## config.mk

```make
export PLATFORM = sky130hd
export DESIGN_NAME = seg_out
export DESIGN_NICKNAME = d
export VERILOG_FILES = /design/src/design/seg_pkg.sv /design/src/design/seg_out.sv
export SDC_FILE = /design/constraint.sdc
export NUM_CORES = 1
export LEC_CHECK = 0
export BUFFER_PORTS_ARGS = -buffer_cell sky130_fd_sc_hd__buf_4
export CORE_MARGIN = 2
export CORE_UTILIZATION = 47
export DETAILED_ROUTE_END_ITERATION = 10
export GPL_ROUTABILITY_DRIVEN = 1
export GPL_TIMING_DRIVEN = 0
export PLACE_DENSITY_LB_ADDON = 0.08
export SKIP_LAST_GASP = 1
export SLEW_MARGIN = 20
export SYNTH_ARGS = -nofsm -noshare
export SYNTH_HDL_FRONTEND = slang
export SYNTH_SLANG_ARGS = --single-unit
export TNS_END_PERCENT = 50
```

## constraint.sdc

```tcl
create_clock -name clock -period 5.3 [get_ports clock]
set_input_delay 0.53 -clock clock [delete_from_list [all_inputs] [get_ports clock]]
set_output_delay 0.53 -clock clock [all_outputs]
set_load 0.05 [all_outputs]
```

## src/design/seg_pkg.sv

```systemverilog
// ---------------------------------------------------------------------------
// seg_pkg
// Types and widths shared by the segment intersection pipeline.
// ---------------------------------------------------------------------------
package seg_pkg;

   localparam int CoordBits = 16;
   localparam int DiffBits  = CoordBits + 1;     // coordinate difference
   localparam int ProdBits  = 2 * DiffBits;      // product of two differences
   localparam int DetBits   = ProdBits + 1;      // determinant and numerators
   localparam int MagBits   = DetBits - 1;       // magnitude of determinant
   localparam int RemBits   = MagBits + 1;       // divider working remainder
   localparam int QuoBits   = CoordBits + 1;     // quotient and delta magnitude
   localparam int BaseBits  = CoordBits + 2;     // final coordinate arithmetic

   typedef struct packed {
      logic signed [CoordBits-1:0] a_start_x;
      logic signed [CoordBits-1:0] a_start_y;
      logic signed [CoordBits-1:0] a_end_x;
      logic signed [CoordBits-1:0] a_end_y;
      logic signed [CoordBits-1:0] b_start_x;
      logic signed [CoordBits-1:0] b_start_y;
      logic signed [CoordBits-1:0] b_end_x;
      logic signed [CoordBits-1:0] b_end_y;
   } req_type;

   typedef struct packed {
      logic                        hit;
      logic signed [CoordBits-1:0] cross_x;
      logic signed [CoordBits-1:0] cross_y;
   } rsp_type;

   // front end result handed to the divider
   typedef struct packed {
      logic                        hit;
      logic [MagBits-1:0]          den;
      logic [MagBits-1:0]          tnum;
      logic [QuoBits-1:0]          mag_x;
      logic                        neg_x;
      logic [QuoBits-1:0]          mag_y;
      logic                        neg_y;
      logic signed [CoordBits-1:0] x1;
      logic signed [CoordBits-1:0] y1;
   } frc_type;

endpackage

```

## src/design/seg_out.sv

```systemverilog
// ---------------------------------------------------------------------------
// seg_out
// Output register with a skid entry; the pipeline advances while the skid
// entry is empty.
// ---------------------------------------------------------------------------
module seg_out (
   input  logic             clock,
   input  logic             reset,
   input  logic             in_vld,
   input  seg_pkg::rsp_type in_data,
   output logic             en,
   output logic             rsp_valid,
   input  logic             rsp_ready,
   output seg_pkg::rsp_type rsp_data
);
   import seg_pkg::*;

   logic    out_vld_ff, skid_vld_ff;
   rsp_type out_ff, skid_ff;

   assign en = !skid_vld_ff;

   always_ff @(posedge clock) begin
      if (reset) begin
         out_vld_ff  <= 1'b0;
         skid_vld_ff <= 1'b0;
      end else if (skid_vld_ff) begin
         if (rsp_ready) begin
            out_vld_ff  <= 1'b1;
            out_ff      <= skid_ff;
            skid_vld_ff <= 1'b0;
         end
      end else if (!out_vld_ff || rsp_ready) begin
         out_vld_ff <= in_vld;
         out_ff     <= in_data;
      end else if (in_vld) begin
         // output stalled, park the arriving result
         skid_vld_ff <= 1'b1;
         skid_ff     <= in_data;
      end
   end

   assign rsp_valid = out_vld_ff;
   assign rsp_data  = out_ff;

endmodule

```

==> impl_results.md, run 1 <==
- Outcome: finished clean
- CP required: 5.33 ns
- Cts bufs inserted: 9
- Post-CTS resize count: 0
- Synth Area per Inst: 21.9 um^2
- CTS Hold Bufs: 0
- Synthesized net count: 151
- Syn Std Cell Area: 2490 um^2
- Post-CTS Setup Bufs: 0
- Post-synth top cells: 66 x edfxtp_1, 32 x mux2_2, 3 x buf_6
- Initial Utilization: 0.488
- Final Hold Fails: 0
- DR pass1 iterations: 4
- DRC errors left: 0
- RSZ-0062 raised after global routing: no
- Vias in the first global route: 1361
- Synth area leader: edfxtp_1
- Design Area, Final: 3390 um^2
- Hold Crit Class: in -> reg
- Fin nets: 239
- Worst Skew: 0.00633 ns
- Post-synth EDFFs: 66
- Slew margin rel.: 0.493
- TritonCTS clock tree: built
- Antenna cells: 0
- CTS HTree Levels: 3
- Area grow syn2layout: 36.1%
- Synth Flop Type: edfxtp_1
- Setup crit end kind: flop
- Vias: 1328
- Post-synthesis sequential element count: 68
- Final hold slack: 0.386 ns
- Routed WL per cell: 14.6 um
- Chip height: 76.8 um
- Final period util: 0.404
- Fin Setup TNS: 0 ns
- First-pass GRT wire length: 6.67 mm
- Max Transition Viols Final: 0
- Endpoints failing setup: 0
- Largest net degree at the start of global routing: 23
- CP most frequent cell: buf_6
- Minimum clock period: 2.14 ns
- Worst vdd ir: 0.202 mV
- Cell variety after synth: 15
- Clk_lat worst skew: 0.32 ns
- DP Area: 3190 um^2
- Slew @ Worst Pin: 0.754 ns
- Placer congestion estimate: 0.668
- Row count: 26
- Share of post-route cells with drive strength above 1: 0.638
- Layout Utilization: 0.664
- Clock Sinks: 68
- Initial antenna violation count: 0
- PwrDens: 358 nW/um^2
- Die area: 5900 um^2
- Detail Placement HPWL: 2.88 mm
- Part of the Yosys area used for sequential elements: 0.811
- Ys Warns: 0
- Final WL: 4.06 mm
- Total power: 0.00121 W
- Max-Cap Viols: 0
- Crit path max fanout: 10
- CTS Root Cell: clkbuf_8
- Achievable Freq: 467 MHz
- Arrival time at the worst endpoint: 2.18 ns
- Async SR Flop Fraction: 0
- Routed Antenna Nets: 0
- Clock tree buffer depth: 2
- Std-Cell Core Area: 5110 um^2
- Most frequently used cell type in the post-synthesis netlist: edfxtp_1
- Share of the synthesized area in the top cell type: 0.795
- CP cell instances: buf_6 -> buf_6 -> nor4_2 -> buf_2 -> buf_4
- Post-Synthesis Cells: 114
- Via-to-Cell Ratio: 4.79
- Critical path class: reg -> reg
- Clk slew on worst S/H paths: 0.07 ns
- Type of origin of the critical path: flop
- Synth top area cells: edfxtp_1 80%, mux2_2 14%, dfxtp_1 1.6%
- Global Route Usage Sum: 0.149
- Overflow left after global routing: 0
- I/O pin total: 72
- DRT iter0 DRCs: 62
- Critical Path Max Stage Delay: 0.69 ns
- Die Wd: 76.8 um
- Worst path slowest cell: nor4_2
- PortBufs: 71
- Leak: 1.29 nW
[routing by layer]
layer	share of wire	GRT usage	vias up	wire (um)
li1	-	-	628	-
met1	0.44	0.196	647	1780
met2	0.49	0.222	49	1980
met3	0.062	0.0482	4	251
met4	0.012	0.0818	0	48
met5	0	0	-	0
[worst paths after layout]
kind,start,end,slack (ns),cells past startpoint
setup / recovery,skid_vld_ff,skid_ff[0],3.16,5
hold / removal,in_data[28],skid_ff[28],0.39,1
setup reg to reg,skid_vld_ff,skid_ff[0],3.16,5
hold reg to reg,skid_ff[15],rsp_data[15],0.54,1
[kinds of logic after synthesis]
group / Yosys count / synth area share
DFF: 68 / 0.811
buffers and inverters: 5 / 0.0171
and+or+nand+nor: 4 / 0.00803
AOI/OAI and AO/OA: 3 / 0.00904
muxes: 34 / 0.155
[state kept, by name (all words and copies together) (netlist names)]
name,count
rsp_data,33
skid_ff,33
rsp_valid,1
skid_vld_ff,1
[cell type report]
type	count	area (um^2)
buffer	4	38.8
clock buffer	10	128
clock inverter	6	78.8
fill	373	1710
inverter	1	3.75
multi-input combinational	41	442
sequential	68	2020
tap	70	87.6
timing repair buffer	77	593
[per-stage QoR]
step / instances / worst slack (ns)
global route: 277 / 2.98
floorplan: 114 / 0.838
CTS: 277 / 3.12
finish: 277 / 3.16
global placement: 255 / -0.720
detailed placement: 261 / 3.03
[report_power, final]
part,total (W),internal [W],switching [W]
Clock,0.000440,0.000261,0.000179
Sequential,0.000622,0.000616,0.00000604
Combinational,0.000153,0.0000589,0.0000942
Total,0.00121,0.000936,0.000279
[critical path, delay by kind of cell, from the launching register on]
kind	cells	cell delay, ns
AND/OR/NAND/NOR	1	0.69
buffers and inverters	4	0.84
flip-flops	1	0.32
[cells in the final DEF (no fill, tap or decap)]
cell type	Yosys	routed
dfxtp_1	2	2
buf_2	1	3
clkbuf_1	0	1
a21oi_1	1	1
nor4_2	0	1
mux2_2	32	32
mux2i_1	1	1
inv_2	1	1
nand2_1	1	1
clkbuf_8	0	9
buf_6	3	3
edfxtp_1	66	66
clkinv_1	0	1
nor2_4	0	1
buf_4	0	74
nand2b_1	1	1
o21ba_2	1	1
mux2_4	1	1
clkinv_2	0	3
a211oi_1	1	1
buf_16	0	1
bufinv_16	0	2
Note: power is estimated with default switching activity, not from simulation.
==> run 2, diff against run 1 <==
--- a/config.mk
+++ b/config.mk
@@ -7,7 +7,7 @@
 export LEC_CHECK = 0
 export BUFFER_PORTS_ARGS = -buffer_cell sky130_fd_sc_hd__buf_4
 export CORE_MARGIN = 2
-export CORE_UTILIZATION = 47
+export CORE_UTILIZATION = 46
 export DETAILED_ROUTE_END_ITERATION = 10
 export GPL_ROUTABILITY_DRIVEN = 1
 export GPL_TIMING_DRIVEN = 0
==> constraint.sdc (replaced) <==
create_clock -name clock -period 1.7 [get_ports clock]
set_input_delay 0.17 -clock clock [delete_from_list [all_inputs] [get_ports clock]]
set_output_delay 0.17 -clock clock [all_outputs]
set_load 0.05 [all_outputs]
==> run 2 against run 1 <==
  * Utilization down 0.76 points
  * Flip-flop and latch count unchanged
  * Sequential share of layout area hardly changed
  * Largest power group unchanged
==> impl_results.md, run 2 (same netlist as run 1, synthesis figures left out) <==
- Endpoints failing setup: 0 (unchanged)
- Outcome: finished clean
- Worst Skew: 0.00434 ns (-0.00199 ns)
- Met3 Routed Length: 265 um (+5.6%)
- I/O pin total: 72 (unchanged)
- First-pass GRT wire length: 6.82 mm (+2.3%)
- Initial Utilization: 0.482 (-0.00614)
- Std-Cell Core Area: 5170 um^2 (+1.3%)
- Detail Placement HPWL: 2.98 mm (+3.5%)
- Hold Crit Class: in -> reg
- Commonest non-fill, non-tap cell in the layout: buf_4
- Clk slew on worst S/H paths: 0.07 ns (about the same)
- PwrDens: 1020 nW/um^2 (+190%)
- Final hold slack: 0.0242 ns (-0.362 ns)
- Global Route Usage Sum: 0.153 (+0.00375)
- Worst reg2reg path depth: 6 (+1)
- Arrival time at the worst endpoint: 1.63 ns (-0.55 ns)
- Chip height: 77.6 um (+1.0%)
- WP buf/inv: 5 (+1)
- Antenna cells: 0 (unchanged)
- Leak: 1.27 nW (-1.0%)
- PortBufs: 71 (unchanged)
- Slew margin rel.: 0.835 (+0.342)
- Slew @ Worst Pin: 0.245 ns (-0.509 ns)
- Clock tree buffer depth: 2 (unchanged)
- Metal2 WL: 2.14 mm (+8.1%)
- Fin nets: 240 (+0.42%)
- Clock Sinks: 68 (unchanged)
- Post-CTS resize count: 0 (unchanged)
- CP most frequent cell: buf_6
- Area grow syn2layout: 36.3%
- Die area: 6020 um^2 (+2.1%)
- TritonCTS clock tree: built
- Final WL: 4.15 mm (+2.3%)
- DR pass1 iterations: 4 (unchanged)
- Largest net degree at the start of global routing: 18 (-22%)
- Critical path class: reg -> reg
- Final Hold Fails: 0 (unchanged)
- Max Used Layer: met4
- Worst path slowest cell: dfxtp_1
- Crit path max fanout: 12 (+2)
- CP required: 1.73 ns (-3.60 ns)
- Initial antenna violation count: 0 (unchanged)
- DRT iter0 DRCs: 72 (+16%)
- Cell count of the worst hold path: 1 (unchanged)
- Die Wd: 77.6 um (+1.0%)
- Type of origin of the critical path: flop
- CTS Root Cell: clkbuf_8
- Worst vdd ir: 0.606 mV (+200%)
- DRT met1 WL: 1.67 mm (-6.0%)
- Via-to-Cell Ratio: 4.80 (+0.17%)
- Routed WL per cell: 14.9 um (+2.0%)
- DRC errors left: 0 (unchanged)
- Clk_lat worst skew: 0.33 ns (about the same)
- Cts bufs inserted: 9 (unchanged)
- CTS HTree Levels: 3 (unchanged)
- Vias: 1335 (+0.53%)
- Max Transition Viols Final: 0 (unchanged)
- Layout fillers: 381 (+2.1%)
- Max-Cap Viols: 0 (unchanged)
- Achievable Freq: 626 MHz (+34%)
- Setup crit end kind: flop
- Final period util: 0.940 (+0.536)
- RSZ-0062 raised after global routing: no
- Overflow left after global routing: 0 (unchanged)
- CP Depth: 6 (+1)
- Top Family by Delay on Critical Path: buffers and inverters
- Vias in the first global route: 1456 (+7.0%)
- Critical Path Max Stage Delay: 0.32 ns (-0.37 ns)
- Routed Antenna Nets: 0 (unchanged)
- Row count: 26 (unchanged)
- CP cell instances: buf_6 -> buf_8 -> nor4_4 -> buf_6 -> buf_6 -> buf_6
- Minimum clock period: 1.60 ns (-0.543 ns)
- Most frequent cells in the layout: 73 x buf_4, 66 x edfxtp_1, 32 x mux2_2, 9 x clkbuf_8, 5 x buf_6
- Fin Setup TNS: 0 ns (unchanged)
- Placer congestion estimate: 0.652 (-2.4%)
- Share of post-route cells with drive strength above 1: 0.639 (+0.00174)
## run 2: cell count changes in the layout (fill, tap and decap cells not counted), sizes merged
cell	before	now
clkbuf	10	9
bufinv	2	0
buf	81	82
clkinvlp	0	1
clkinv	4	6
## run 2: path summary, 6_finish.rpt
check                            startpoint            to  slack [ns]
worst min register to register  skid_ff[15]  rsp_data[15]        0.55
worst min-delay path            in_data[29]   skid_ff[29]        0.02
worst max register to register  skid_vld_ff   skid_ff[13]        0.10
worst max-delay path            skid_vld_ff   skid_ff[13]        0.10
## run 2: worst reg2reg max path, stage by stage, from the launching register on
cell and delay (ns):
dfxtp_1 0.32, buf_6 0.15, buf_8 0.15, nor4_4 0.17, buf_6 0.19, buf_6 0.15, buf_6 0.17
## run 2: area by class of cell
| type | instances | area, um^2 | area share |
|---|---|---|---|
| Clock inverter | 7 | 33.8 | 0.00994 |
| Multi-Input combinational cell | 41 | 450 | 0.133 |
| Tap cell | 70 | 87.6 | 0.0258 |
| Buffer | 4 | 42.5 | 0.0125 |
| Sequential cell | 68 | 2030 | 0.596 |
| Clock buffer | 9 | 124 | 0.0365 |
| Timing Repair Buffer | 78 | 629 | 0.185 |
| Inverter | 1 | 3.75 | 0.00110 |
## run 2: power by group
part | leakage (nW) | switching (W) | total (W) | internal, W
sequential | 0.634 | 0.0000191 | 0.00194 | 0.00192
clock | 0.0813 | 0.000537 | 0.00104 | 0.000505
combinational | 0.559 | 0.000298 | 0.000492 | 0.000194
total | 1.27 | 0.000854 | 0.00347 | 0.00262
## run 2: per-layer routing
metal  vias up  global-route usage
met3         7              0.0523
met4         0              0.0857
met1       653               0.182
met5         -                   0
li1        628                   -
met2        47               0.244
## run 2: repair_timing
item	in CTS	in global routing
buffers inserted	3	0
hold buffers	0	0
endpoints found under the setup margin	42	0
## run 2: stage by stage
step	instances	worst slack [ns]	instance area, um^2	utilization	total power (W)
CTS	278	0.0987	3400	0.657	0.00352
detailed placement	259	-0.427	3200	0.619	0.00246
finish	278	0.102	3400	0.657	0.00347
global placement	255	-1.02	3140	0.607	0.00244
global route	278	0.0135	3400	0.657	0.00361
floorplan	114	-0.483	2520	-	0.00226
